## src/rtl/bls_pkg.sv

```systemverilog
// ----------------------------------------------------------------------------
// bls_pkg: shared types and constants for the line stepper
// Word layouts on both channels, the queue entry, coordinate and error widths.
// ----------------------------------------------------------------------------
package bls_pkg;

    localparam int COORD_BITS  = 8;
    localparam int ERR_BITS    = COORD_BITS + 2;
    localparam int QUEUE_DEPTH = 2;
    localparam int QPTR_BITS   = (QUEUE_DEPTH > 1) ? $clog2(QUEUE_DEPTH) : 1;
    localparam int QCNT_BITS   = $clog2(QUEUE_DEPTH + 1);

    localparam logic CMD_BEGIN = 1'b0;
    localparam logic CMD_STEP  = 1'b1;

    typedef logic [COORD_BITS-1:0]      coord_t;
    typedef logic signed [ERR_BITS-1:0] err_t;

    typedef struct packed {
        logic   command;
        coord_t from_x;
        coord_t from_y;
        coord_t to_x;
        coord_t to_y;
    } in_word_t;

    typedef struct packed {
        coord_t pixel_x;
        coord_t pixel_y;
        logic   last_pixel;
    } out_word_t;

    // classified command with the begin setup already worked out
    typedef struct packed {
        logic   is_step;
        coord_t from_x;
        coord_t from_y;
        coord_t to_x;
        coord_t to_y;
        coord_t span_x;
        coord_t span_y;
        logic   dir_x_neg;
        logic   dir_y_neg;
        err_t   err_init;
    } entry_t;

endpackage

```

## src/rtl/bls_front.sv

```systemverilog
// ----------------------------------------------------------------------------
// bls_front: command decode and line setup
// Classifies the incoming word and computes spans, directions, initial error.
// ----------------------------------------------------------------------------
module bls_front (
    input  bls_pkg::in_word_t in_word,
    output bls_pkg::entry_t   entry
);

    bls_pkg::coord_t span_x;
    bls_pkg::coord_t span_y;
    bls_pkg::err_t   half_x;
    bls_pkg::err_t   half_y;

    always_comb begin
        span_x = (in_word.to_x >= in_word.from_x) ? (in_word.to_x - in_word.from_x)
                                                  : (in_word.from_x - in_word.to_x);
        span_y = (in_word.to_y >= in_word.from_y) ? (in_word.to_y - in_word.from_y)
                                                  : (in_word.from_y - in_word.to_y);
        half_x = bls_pkg::err_t'({2'b00, span_x >> 1});
        half_y = bls_pkg::err_t'({2'b00, span_y >> 1});

        entry.is_step   = (in_word.command == bls_pkg::CMD_STEP);
        entry.from_x    = in_word.from_x;
        entry.from_y    = in_word.from_y;
        entry.to_x      = in_word.to_x;
        entry.to_y      = in_word.to_y;
        entry.span_x    = span_x;
        entry.span_y    = span_y;
        entry.dir_x_neg = !(in_word.from_x < in_word.to_x);
        entry.dir_y_neg = !(in_word.from_y < in_word.to_y);
        entry.err_init  = (span_x > span_y) ? half_x : -half_y;
    end

endmodule

```

## src/rtl/bls_queue.sv

```systemverilog
// ----------------------------------------------------------------------------
// bls_queue: short queue between decode and stepper
// Register based, one push and one pop per cycle.
// ----------------------------------------------------------------------------
module bls_queue (
    input  logic            aclk,
    input  logic            aresetn,
    input  logic            push,
    input  bls_pkg::entry_t push_entry,
    output logic            full,
    input  logic            pop,
    output logic            empty,
    output bls_pkg::entry_t head
);

    bls_pkg::entry_t                  slot_reg [bls_pkg::QUEUE_DEPTH];
    logic [bls_pkg::QPTR_BITS-1:0]    wr_ptr_reg, wr_ptr_next;
    logic [bls_pkg::QPTR_BITS-1:0]    rd_ptr_reg, rd_ptr_next;
    logic [bls_pkg::QCNT_BITS-1:0]    count_reg, count_next;

    localparam logic [bls_pkg::QCNT_BITS-1:0] DepthCnt =
        bls_pkg::QCNT_BITS'(bls_pkg::QUEUE_DEPTH);
    localparam logic [bls_pkg::QPTR_BITS-1:0] LastPtr =
        bls_pkg::QPTR_BITS'(bls_pkg::QUEUE_DEPTH - 1);

    assign full  = (count_reg == DepthCnt);
    assign empty = (count_reg == '0);
    assign head  = slot_reg[rd_ptr_reg];

    always_comb begin
        wr_ptr_next = wr_ptr_reg;
        rd_ptr_next = rd_ptr_reg;
        count_next  = count_reg;
        if (push) begin
            wr_ptr_next = (wr_ptr_reg == LastPtr) ? '0 : wr_ptr_reg + 1'b1;
        end
        if (pop) begin
            rd_ptr_next = (rd_ptr_reg == LastPtr) ? '0 : rd_ptr_reg + 1'b1;
        end
        if (push && !pop) begin
            count_next = count_reg + 1'b1;
        end else if (pop && !push) begin
            count_next = count_reg - 1'b1;
        end
    end

    always_ff @(posedge aclk) begin
        if (!aresetn) begin
            wr_ptr_reg <= '0;
            rd_ptr_reg <= '0;
            count_reg  <= '0;
        end else begin
            wr_ptr_reg <= wr_ptr_next;
            rd_ptr_reg <= rd_ptr_next;
            count_reg  <= count_next;
        end
    end

    always_ff @(posedge aclk) begin
        if (push) begin
            slot_reg[wr_ptr_reg] <= push_entry;
        end
    end

    a_count_bound: assert property (@(posedge aclk) disable iff (!aresetn)
        count_reg <= DepthCnt)
        else $error("queue count over depth");

    a_no_overflow: assert property (@(posedge aclk) disable iff (!aresetn)
        !(push && full && !pop))
        else $error("push into full queue");

    a_no_underflow: assert property (@(posedge aclk) disable iff (!aresetn)
        !(pop && empty))
        else $error("pop from empty queue");

endmodule

```

## src/rtl/bls_back.sv

```systemverilog
// ----------------------------------------------------------------------------
// bls_back: line stepper and output register
// Holds the line state, loads it on a begin word, runs one Bresenham step per step word, drives the output.
// ----------------------------------------------------------------------------
module bls_back (
    input  logic               aclk,
    input  logic               aresetn,
    input  logic               q_empty,
    input  bls_pkg::entry_t    q_head,
    output logic               q_pop,
    output logic               m_valid,
    input  logic               m_ready,
    output bls_pkg::out_word_t m_data
);

    bls_pkg::coord_t    cur_x_reg, cur_x_next;
    bls_pkg::coord_t    cur_y_reg, cur_y_next;
    bls_pkg::coord_t    goal_x_reg, goal_x_next;
    bls_pkg::coord_t    goal_y_reg, goal_y_next;
    bls_pkg::coord_t    span_x_reg, span_x_next;
    bls_pkg::coord_t    span_y_reg, span_y_next;
    logic               dir_x_neg_reg, dir_x_neg_next;
    logic               dir_y_neg_reg, dir_y_neg_next;
    bls_pkg::err_t      err_reg, err_next;
    logic               active_reg, active_next;
    logic               out_valid_reg, out_valid_next;
    bls_pkg::out_word_t out_data_reg, out_data_next;

    logic               out_free;
    logic               emit;
    logic               move_x, move_y;
    logic               done;
    bls_pkg::err_t      sx_e, sy_e;

    assign out_free = !out_valid_reg || m_ready;
    assign q_pop    = !q_empty && out_free;
    // a step with no line in progress is consumed silently
    assign emit     = q_pop && (!q_head.is_step || active_reg);

    assign m_valid  = out_valid_reg;
    assign m_data   = out_data_reg;

    always_comb begin
        sx_e = bls_pkg::err_t'({2'b00, span_x_reg});
        sy_e = bls_pkg::err_t'({2'b00, span_y_reg});
        // both tests see the error from before the step
        move_x = (err_reg > -sx_e);
        move_y = (err_reg < sy_e);

        cur_x_next     = cur_x_reg;
        cur_y_next     = cur_y_reg;
        goal_x_next    = goal_x_reg;
        goal_y_next    = goal_y_reg;
        span_x_next    = span_x_reg;
        span_y_next    = span_y_reg;
        dir_x_neg_next = dir_x_neg_reg;
        dir_y_neg_next = dir_y_neg_reg;
        err_next       = err_reg;

        if (q_pop && !q_head.is_step) begin
            cur_x_next     = q_head.from_x;
            cur_y_next     = q_head.from_y;
            goal_x_next    = q_head.to_x;
            goal_y_next    = q_head.to_y;
            span_x_next    = q_head.span_x;
            span_y_next    = q_head.span_y;
            dir_x_neg_next = q_head.dir_x_neg;
            dir_y_neg_next = q_head.dir_y_neg;
            err_next       = q_head.err_init;
        end else if (emit) begin
            err_next = err_reg - (move_x ? sy_e : '0) + (move_y ? sx_e : '0);
            if (move_x) begin
                cur_x_next = dir_x_neg_reg ? cur_x_reg - 1'b1 : cur_x_reg + 1'b1;
            end
            if (move_y) begin
                cur_y_next = dir_y_neg_reg ? cur_y_reg - 1'b1 : cur_y_reg + 1'b1;
            end
        end

        done = (cur_x_next == goal_x_next) && (cur_y_next == goal_y_next);

        active_next = active_reg;
        if (emit) begin
            active_next = !done;
        end

        out_data_next.pixel_x    = cur_x_next;
        out_data_next.pixel_y    = cur_y_next;
        out_data_next.last_pixel = done;

        out_valid_next = out_valid_reg;
        if (emit) begin
            out_valid_next = 1'b1;
        end else if (m_ready) begin
            out_valid_next = 1'b0;
        end
    end

    always_ff @(posedge aclk) begin
        if (!aresetn) begin
            cur_x_reg     <= '0;
            cur_y_reg     <= '0;
            goal_x_reg    <= '0;
            goal_y_reg    <= '0;
            span_x_reg    <= '0;
            span_y_reg    <= '0;
            dir_x_neg_reg <= 1'b0;
            dir_y_neg_reg <= 1'b0;
            err_reg       <= '0;
            active_reg    <= 1'b0;
            out_valid_reg <= 1'b0;
        end else begin
            cur_x_reg     <= cur_x_next;
            cur_y_reg     <= cur_y_next;
            goal_x_reg    <= goal_x_next;
            goal_y_reg    <= goal_y_next;
            span_x_reg    <= span_x_next;
            span_y_reg    <= span_y_next;
            dir_x_neg_reg <= dir_x_neg_next;
            dir_y_neg_reg <= dir_y_neg_next;
            err_reg       <= err_next;
            active_reg    <= active_next;
            out_valid_reg <= out_valid_next;
        end
    end

    always_ff @(posedge aclk) begin
        if (emit) begin
            out_data_reg <= out_data_next;
        end
    end

    // emitted endpoint always closes the line, any other pixel keeps it open
    a_last_closes: assert property (@(posedge aclk) disable iff (!aresetn)
        emit |=> (out_data_reg.last_pixel == !active_reg))
        else $error("last_pixel and active disagree");

    // an idle step leaves position and error alone
    a_idle_step: assert property (@(posedge aclk) disable iff (!aresetn)
        (q_pop && q_head.is_step && !active_reg) |=>
            ($stable(cur_x_reg) && $stable(cur_y_reg) && $stable(err_reg) && !active_reg))
        else $error("idle step changed line state");

    // begin loads the start point as the emitted pixel
    a_begin_start: assert property (@(posedge aclk) disable iff (!aresetn)
        (q_pop && !q_head.is_step) |=>
            (out_valid_reg && out_data_reg.pixel_x == $past(q_head.from_x)
             && out_data_reg.pixel_y == $past(q_head.from_y)))
        else $error("begin did not emit start pixel");

endmodule

```

## src/rtl/bresenham_line_stepper.sv

```systemverilog
// ----------------------------------------------------------------------------
// bresenham_line_stepper: all-octant integer line rasterizer
// Begin words set up a line and give its start pixel; step words give the next.
// ----------------------------------------------------------------------------
//
//  channel   ports                      word type             role
//  input     s_valid s_ready s_data     bls_pkg::in_word_t    begin / step commands
//  output    m_valid m_ready m_data     bls_pkg::out_word_t   pixel, last_pixel flag
//
//  One word per clock sustained while m_ready stays high; a word is decoded into
//  the queue at the accepting edge, then the step unit moves it from the queue
//  head into the output register once the output is free.
//  The step unit's single error update and coordinate increment set that rate.
//  Reset (aresetn low, synchronous) empties the queue, clears the line state
//  and drops m_valid. A stall on m_ready holds the output register; the
//  two-entry queue keeps s_ready high until it fills.
//  A step with no line in progress is consumed and gives no pixel.
//
module bresenham_line_stepper (
    input  logic               aclk,
    input  logic               aresetn,
    input  logic               s_valid,
    output logic               s_ready,
    input  bls_pkg::in_word_t  s_data,
    output logic               m_valid,
    input  logic               m_ready,
    output bls_pkg::out_word_t m_data
);

    bls_pkg::entry_t front_entry;
    bls_pkg::entry_t q_head;
    logic            q_full;
    logic            q_empty;
    logic            q_pop;
    logic            q_push;

    // front: classify and precompute begin setup, no state
    bls_front u_front (
        .in_word (s_data),
        .entry   (front_entry)
    );

    assign s_ready = !q_full;
    assign q_push  = s_valid && s_ready;

    // decoupling queue, lets the input side run while output stalls
    bls_queue u_queue (
        .aclk       (aclk),
        .aresetn    (aresetn),
        .push       (q_push),
        .push_entry (front_entry),
        .full       (q_full),
        .pop        (q_pop),
        .empty      (q_empty),
        .head       (q_head)
    );

    // back: line state, one Bresenham step per step word, output register
    bls_back u_back (
        .aclk    (aclk),
        .aresetn (aresetn),
        .q_empty (q_empty),
        .q_head  (q_head),
        .q_pop   (q_pop),
        .m_valid (m_valid),
        .m_ready (m_ready),
        .m_data  (m_data)
    );

endmodule

```

## config.mk

```make
export PLATFORM = sky130hd
export DESIGN_NAME = bresenham_line_stepper
export DESIGN_NICKNAME = d
export VERILOG_FILES = /design/src/rtl/bls_pkg.sv /design/src/rtl/bls_front.sv /design/src/rtl/bls_queue.sv /design/src/rtl/bls_back.sv /design/src/rtl/bresenham_line_stepper.sv
export SDC_FILE = /design/constraint.sdc
export NUM_CORES = 1
export LEC_CHECK = 0
export ABC_AREA = 0
export BUFFER_PORTS_ARGS = -buffer_cell sky130_fd_sc_hd__clkbuf_2
export CAP_MARGIN = 0
export CORE_AREA = 2 2 144 146
export CTS_CLUSTER_DIAMETER = 30
export DETAILED_ROUTE_END_ITERATION = 10
export DIE_AREA = 0 0 146 148
export GPL_TIMING_DRIVEN = 0
export HOLD_SLACK_MARGIN = 0.06
export PLACE_DENSITY = 0.75
export SLEW_MARGIN = 20
export SYNTH_ARGS = -nofsm -noshare
export SYNTH_HDL_FRONTEND = slang
export SYNTH_SLANG_ARGS = --single-unit
```

## constraint.sdc

```tcl
create_clock -name aclk -period 5.9 [get_ports aclk]
set_input_delay 0.885 -clock aclk [delete_from_list [all_inputs] [get_ports aclk]]
set_output_delay 0.885 -clock aclk [all_outputs]
set_load 0.05 [all_outputs]
```

**Yosys cells after proc, flatten, opt, wreduce, memory -nomap -nowiden**

Memory sizes are Yosys's and may differ from the RTL's. A register that Yosys moved wholly into a read port is not among the register bits.
Index checks and enable logic that the tools add are counted.

- Register bits: 83
- Bits in writable memories: 122
- Bits of input ports: 37
- Output and inout bits: 19
- Word-level logic and storage cells: 93
- Memories kept: 1

- Add/sub/neg operators: 16
- $lt $le $gt $ge: 7
- Equal/unequal tests: 3
- Muxes and demuxes: 27
- Reduce and logical (&&, ||, !) cells: 22

Memories:

| memory | depth | width | read ports | clocked after memory_dff | write ports | RTL line | RTL |
|---|---|---|---|---|---|---|---|
| u_queue.slot_reg | 2 | 61 | 1 | 1 | 1 | bls_queue.sv:16 | `bls_pkg::entry_t slot_reg [bls_pkg::QUEUE_DEPTH];` |

Operators with widths:

| cell | number |
|---|---|
| 2-to-1 mux 8 bit | 14 |
| subtractor 8 bit | 4 |
| 2-to-1 mux 10 bit | 3 |
| adder 8 x 1 -> 8 bit (second input constant) | 2 |
| equality test 8 bit | 2 |
| greater-or-equal comparator 8 bit | 2 |
| less-than comparator 8 bit | 2 |
| subtractor 8 x 1 -> 8 bit (second input constant) | 2 |
| adder 10 bit | 1 |
| > comparator 10 bit | 1 |
| less-than comparator 10 x 9 -> 1 bit | 1 |
| negation 7 -> 10 bit | 1 |
| negation 8 -> 10 bit | 1 |
| subtractor 10 bit | 1 |
| zero test 1 bit | 9 |
| > comparator 8 bit | 1 |
| 2-to-1 mux 1 bit | 8 |
| logical AND 1 bit | 7 |
| nonzero test 2 bit | 3 |
| 2-to-1 mux 2 bit | 2 |
| adder 1 bit (second input constant) | 2 |
| adder 2 x 1 -> 2 bit (second input constant) | 1 |
| equality test 2 bit (second input constant) | 1 |
| zero test 2 bit | 1 |
| other kinds (2) | 3 |

**Longest topological paths before layout**

Gate-level depths: netlist of run 1.

- Depth after elaboration: 9
- Mapped depth: 27
- Mapped depth without buffers: 25

**Modules after synthesis**

Synthesis of run 1 repeated with hierarchy kept, for this count alone.

- Cell total of the unflattened synthesis: 1151
- Area, all modules: 12300.5 sq um

By module, submodules not included:

| module | times used | cells an instance | area an instance (sq um) | seq. area each (sq um) |
|---|---|---|---|---|
| bls_back | 1 | 656 | 5494.0 | 1751.7 |
| bls_queue | 1 | 212 | 4619.4 | 3763.6 |
| bls_front | 1 | 281 | 2177.1 | 0.0 |
| bresenham_line_stepper | 1 | 2 | 10.0 | 0.0 |

**Worst setup path before layout of run 1**

Ideal clock, no wire load.

- Path kind: flip-flop to flip-flop
- Start: register u_back.span_x_reg[2]
- End: register u_back.err_reg[8]
- Setup time: 0.058 ns
- Data arrival time: 5.298 ns
- Data required time: 5.842 ns
- Slack: 0.543 ns
- Cell stages (with the launch flop): 23
- Path buffers: 2
- Clock period less this slack: 5.357 ns
- Path through: dfxtp_1 or4_1 or4_1 xnor2_1 ha_1 a21oi_1 o21ai_0 a2111o_1 buf_2 and4_1 clkbuf_1 and2_1 fa_1 fa_1 nor2b_1 o21ai_0 a21boi_0 o21ai_0 a21boi_0 o21ai_0 nor4b_1 a2111oi_0 a31o_2

- Cells in the longest elaborated chain, start to end: 7
- Elaborated cells between the ends (all ways): 8
- Classes of those cells: 3 x add/sub; 1 x order compare; 4 x mux

Ends and longest elaborated chain:

| item | RTL line | RTL |
|---|---|---|
| start, declared | bls_back.sv:20 | `bls_pkg::coord_t span_x_reg, span_x_next;` |
| start signal, assigned | bls_back.sv:117 | `span_x_reg <= span_x_next;` |
| negation 8 -> 10 bit | bls_back.sv:47 | `move_x = (err_reg > -sx_e);` |
| > comparator 10 bit | bls_back.sv:47 |  |
| 2-to-1 mux 8 bit | bls_back.sv:71 | `err_next = err_reg - (move_x ? sy_e : '0) + (move_y ? sx_e : '0);` |
| subtractor 10 bit | bls_back.sv:71 |  |
| adder 10 bit * | bls_back.sv:71 |  |
| 2-to-1 mux 10 bit * | bls_back.sv:70 | `end else if (emit) begin` |
| 2-to-1 mux 10 bit * | bls_back.sv:60 | `if (q_pop && !q_head.is_step) begin` |
| end signal, assigned | bls_back.sv:121 | `err_reg <= err_next;` |
| end, declared | bls_back.sv:24 | `bls_pkg::err_t err_reg, err_next;` |

Every way passes the cells marked *; elsewhere a longest branch is shown, timed or not. The select of a mux whose other input is x is not followed.
A chain may end at the register's enable or synchronous reset.

**Final worst setup path of run 1**

Ends and elaborated chain as after synthesis.

==> results of run 1 <==
kinds of logic after synthesis:
family          after synthesis
mux                          73
fa+ha+maj                    97
simple gates                252
xor+xnor                     80
flops                       206
compound gates              243
buf+inv                     151
routing by layer:
metal  wire (um)  vias to the layer above
li1            -                     4181
met1       13000                     4297
met2       14200                      335
met3        1940                       49
met4         591                        0
met5           0                        -
cell usage in the layout, fill, tap and decap left out, types with 39 or more instances in the layout:
cell type and count:
edfxtp_1 139, inv_1 111, ha_1 83, nor2_1 80, dfxtp_1 67, mux2i_1 61
a21oi_1 57, clkbuf_2 55, a211oi_1 54, nand2_1 44, xnor2_1 40, clkbuf_16 39
worst min-delay path, cell delays in order, from the launching register on:
cell,delay [ps]
dfxtp_1,330
nand2_1,60
a21oi_1,60
final timing paths:
path	start	to	slack [ps]	cells after the start
worst min register to register	u_back.err_reg[0]	u_back.err_reg[0]	500	2
worst max register to register	u_back.span_x_reg[2]	u_back.err_reg[8]	300	22
worst min-delay path	u_back.err_reg[0]	u_back.err_reg[0]	500	2
worst max-delay path	u_back.span_x_reg[2]	u_back.err_reg[8]	300	22
area by class of cell:
type | instances | share of cell area
plain buffers | 38 | 0.0124
clock buffers | 39 | 0.0703
clock inverters | 28 | 0.0216
inverters | 112 | 0.0307
multi-input cells | 745 | 0.418
flip-flops and latches | 206 | 0.398
well taps | 270 | 0.0244
repair buffers | 58 | 0.0247
where the power goes:
part,internal (uW),leakage (uW),switching (uW)
Clock,1400,0.000629,751
Combinational,1730,0.00320,2730
Sequential,2050,0.00185,280
Total,5180,0.00568,3760
what timing repair did:
action	4_1_cts	5_1_grt
hold endpoints to repair	0	0
endpoints found under the setup margin	2	4
pin swaps	1	3
hold buffers	0	0
gates resized for setup	4	13
metrics by stage:
step | instances | hold slack (ps) | util
5_1_grt | 1496 | 504 | 0.692
2_1_floorplan | 1102 | 450 | -
3_3_place_gp | 1427 | 475 | 0.623
6_report | 1496 | 498 | 0.692
4_1_cts | 1496 | 495 | 0.690
3_5_place_dp | 1430 | 484 | 0.627
==> impl_metrics.yaml, run 1 <==
grt:
  grt_pass1_wl_mm: 46.8
  grt_max_degree: 44
  grt_pass1_vias: 8799
  top_usage_layer: "met2"
  met1_usage: 0.380
  met2_usage: 0.469
  grt.overflow.total: 0
  met3_usage: 0.0386
  track_usage: 0.278
  antenna_found_initial: 0
clocking:
  cts_root_buffer: "clkbuf_16"
  worstSkewPairLatency_ps: 520
  cts_setup_buffers: 0
  cts_tree: "done"
  cts_buffer_depth: 3
  cts_made_buffers: 37
  clkTransAtPathRegs_ps: 50
  htree_levels: 2
  cts_sinks: 206
sta:
  maxSlewViolCount: 0
  setup_tns_ps: 0
  fin_worst_skew_ps: 24.4
  fin_ws_ps: 304
  final_hold_viol_count: 0
  min_period_ps: 5600
  setup_viol: 0
  fmax_mhz: 179
  finalCritPeriodShare: 0.948
  worstMarginPinSlew_ps: 893
  max-slew-margin-rel: 0.405
finish:
  final_layout_size_suffix_gt1_frac: 0.143
  nFillCells: 1537
  final_cell_area_sq_um: 13900
  regArea_sq_um: 5520
  multiInputGateArea_sq_um: 5800
  largest_reg_flops: 122
  antenna_cells: 0
  syn_to_final_growth_pct: 16.9
  fin_nets: 1332
routing:
  drt-pass1-iter-count: 6
  vias_per_cell: 5.92
  drtIter0Drc: 786
  antenna_left: 0
  num_vias: 8862
  routed_wl_mm: 29.7
  wl_per_cell_um: 19.9
  drc: 0
die:
  die_w_um: 146
  core-area_sq_um: 20000
  io_pins: 56
  rows: 52
  chipHeight_um: 148
  die-area_sq_um: 21600
  initial_core_util: 0.592
power_and_ir_drop:
  power_uw: 8940
  powerDensity_nw_per_um2: 644
  ir_worst_vdd_uv: 293
  p_leak_uw: 0.00568
logic_synthesis:
  synth.area.mux_share: 0.0632
  syn_inst: 1102
  synth.area.top_cells: "edfxtp_1 35%, dfxtp_1 11%, ha_1 8.8%"
  synthArstFlopShare: 0
  synth.distinct_cells: 76
  synth_top_area_share: 0.352
  synth_fa_ha_area_frac: 0.111
  synth_top_family_by_area: "compound AO/OA/AOI/OAI gates"
  synth_compound_area_frac: 0.139
  syn_nets: 1236
  ys.flop_type: "edfxtp_1"
  synth_seq_cells: 206
  netlist_area_sq_um: 11900
  synthSimpleGateAreaFrac: 0.111
  synth_xor_area_frac: 0.0603
  netlist.top_cell.by_area: "edfxtp_1"
  syn_area_per_cell_sq_um: 10.8
  yosysMostFrequentCell: "edfxtp_1"
  synth_edf_count: 139
  ys_warn_count: 0
  netlist_top_cells_count: "139 x edfxtp_1, 111 x inv_1, 83 x ha_1"
  ys_seq_area_frac: 0.465
placement:
  dp_hpwl_mm: 22.0
  dp_slack_ps: -378
  place_area_sq_um: 12600
  place_congestion: 0.924
  numPortBuffers: 55
setup_path:
  critPathMaxStageDelay_ps: 570
  start_kind: "flop"
  crit_buf_inv: 2
  crit_path_max_fanout: 10
  end_kind: "flop"
  cp_top_family: "compound AO/OA/AOI/OAI gates"
  critPathRequiredTime_ps: 6340
  cp.arrival_ps: 6040
  cp_cell_sequence: "or4_4 -> or4_1 -> xnor2_1 -> ha_1 -> a21oi_1 -> o21ai_0 -> a2111o_1 -> buf_2 -> and4_4 -> and2_1 -> fa_1 -> inv_1 -> ha_1 -> nor2b_1 -> o21ai_2 -> a21boi_2 -> o21ai_1 -> a21boi_1 -> o21ai_1 -> a21oi_1 -> a2111oi_2 -> a31o_2"
  crit_type: "flop to flop"
  crit_slowest_cell: "or4_4"
min_path:
  min_path_type: "flop to flop"
run:
  cap_viol_max_count: 0
outcome:
  status: "completed"
(Power assumes the default switching activity.)
==> inputs of run 2 (changes only) <==
==> constraint.sdc (replaced) <==
create_clock -name aclk -period 5.9 [get_ports aclk]
set_input_delay 0.295 -clock aclk [delete_from_list [all_inputs] [get_ports aclk]]
set_output_delay 0.295 -clock aclk [all_outputs]
set_load 0.05 [all_outputs]
==> impl_metrics.yaml, run 2 (synthesized netlist as in run 1, its figures left out) <==
outcome:
  status: "completed"
setup_path:
  start_kind: "flop"
  critPathMaxStageDelay_ps: 570
  cp.arrival_ps: 6030
  r2r-end: "u_back.err_reg[8]"
  critPathRequiredTime_ps: 6340
  reg2reg_slack_ps: 310
  cp_top_family: "compound AO/OA/AOI/OAI gates"
  crit_buf_inv: 2
  r2r_start: "u_back.span_x_reg[2]"
  crit_slowest_cell: "or4_4"
  end_kind: "flop"
  crit_type: "flop to flop"
  r2r_cells: 22
  crit_path_max_fanout: 10
  cp_cell_sequence: "or4_4 -> or4_1 -> xnor2_1 -> ha_1 -> a21oi_1 -> o21ai_0 -> a2111o_1 -> buf_2 -> and4_4 -> and2_1 -> fa_1 -> inv_1 -> ha_1 -> nor2b_1 -> o21ai_2 -> a21boi_2 -> o21ai_1 -> a21boi_1 -> o21ai_1 -> a21oi_1 -> a2111oi_2 -> a31o_2"
finish:
  fin_nets: 1362
  final_common_cell: "edfxtp_1"
  final_cell_mix: "139 x edfxtp_1, 111 x inv_1, 83 x ha_1, 80 x nor2_1, 67 x dfxtp_1"
  final_layout_size_suffix_gt1_frac: 0.139
  antenna_cells: 0
  syn_to_final_growth_pct: 19.5
  nFillCells: 1492
  final_cell_area_sq_um: 14200
  largest_reg_flops: 122
sta:
  max-slew-margin-rel: 0.414
  setup_tns_ps: 0
  finalCritPeriodShare: 0.947
  min_period_ps: 5590
  fmax_mhz: 179
  final_hold_viol_count: 0
  fin_worst_skew_ps: 23.7
  maxSlewViolCount: 0
  worstMarginPinSlew_ps: 879
  setup_viol: 0
grt:
  grt_pass1_vias: 8997
  antenna_found_initial: 1
  grt.overflow.total: 0
  grt_max_degree: 44
  grt_pass1_wl_mm: 47.6
  track_usage: 0.282
routing:
  drc: 0
  vias_per_cell: 5.90
  routed_wl_mm: 30.3
  wl_per_cell_um: 19.8
  antenna_left: 0
  num_vias: 9007
  drtIter0Drc: 863
  drt-pass1-iter-count: 6
power_and_ir_drop:
  p_leak_uw: 0.00581
  powerDensity_nw_per_um2: 632
  ir_worst_vdd_uv: 293
min_path:
  min_path_type: "input pin to flop"
  hold_start: "s_data[24]"
  min_to: "u_queue.slot_reg[0][52]"
  holdPathStages: 1
die:
  chipHeight_um: 148
  initial_core_util: 0.592
  die-area_sq_um: 21600
  die_w_um: 146
  io_pins: 56
  core-area_sq_um: 20000
  rows: 52
placement:
  place_area_sq_um: 12600
  numPortBuffers: 55
  dp_hpwl_mm: 22.0
  place_congestion: 0.924
clocking:
  cts_setup_buffers: 0
  cts_sinks: 206
  cts_root_buffer: "clkbuf_16"
  clkTransAtPathRegs_ps: 50
  cts_tree: "done"
  htree_levels: 2
  cts_buffer_depth: 3
  worstSkewPairLatency_ps: 510
  cts_made_buffers: 37
run:
  cap_viol_max_count: 0
-- run 2: changes by cell type in the layout (fill, tap and decap cells not counted), sizes merged --
cell | before | now
dlygate4sd3 | 0 | 30
-- run 2: where the power goes --
group          total, uW  internal [uW]  switching [uW]
Combinational       4480           1740            2740
Clock               2150           1400             750
Sequential          2340           2050             281
-- run 2: worst max-delay path by stage --
| stage | from | depth (start not counted) | to |
|---|---|---|---|
| after detailed placement | u_back.span_x_reg[2] | 22 | u_back.err_reg[8] |
| after global placement | u_back.span_x_reg[2] | 22 | u_back.err_reg[8] |
| after global routing | u_back.span_x_reg[2] | 22 | u_back.err_reg[8] |
| final | u_back.span_x_reg[2] | 22 | u_back.err_reg[8] |
| after floorplan | u_back.span_x_reg[2] | 22 | u_back.err_reg[8] |
| after CTS | u_back.span_x_reg[2] | 22 | u_back.err_reg[8] |
-- run 2: timing repair --
item                                    CTS  global route
resized for setup                         4            13
pin swaps                                 1             3
hold buffers                             30             0
endpoints found under the setup margin    2             4
hold endpoints to repair                 60             0
-- run 2: cell type report --
class                      instances  area (sq um)  share of cell area
buffer                            38           171              0.0121
clock buffer                      39           976              0.0689
clock inverter                    28           300              0.0212
inverter                         112           425              0.0300
multi-input combinational        745          5800               0.410
sequential                       206          5520               0.389
tap                              270           338              0.0238
timing repair buffer              88           643              0.0454
-- run 2: worst register-to-register path, delay by kind of cell (launching register included) --
family                   cells  cell delay, ps
AND/OR/NAND/NOR              5            1630
AO/OA/AOI/OAI               11            2010
adder cells (fa/ha/maj)      3            1130
buffers and inverters        2             240
flip-flops                   1             370
XOR/XNOR                     1             150
-- run 2: stage by stage --
step / utilization / instances / total power (uW) / worst slack [ps] / hold slack, ps
finish: 0.707 / 1526 / 8960 / 311 / 76.7
global route: 0.707 / 1526 / 9510 / -48.9 / 71.9
CTS: 0.705 / 1526 / 8790 / 51.6 / 70.3
detailed placement: 0.627 / 1430 / 6570 / -378 / 484
global placement: 0.623 / 1427 / 6460 / -288 / 475
floorplan: - / 1102 / 5450 / 543 / 394
-- run 2: metal layers --
metal / global-route usage / up-vias / share of wire
li1: - / 4241 / -
met2: 0.480 / 369 / 0.48
met1: 0.380 / 4341 / 0.42
met4: 0.0786 / 0 / 0.022
met5: 0 / - / 0
met3: 0.0429 / 56 / 0.071
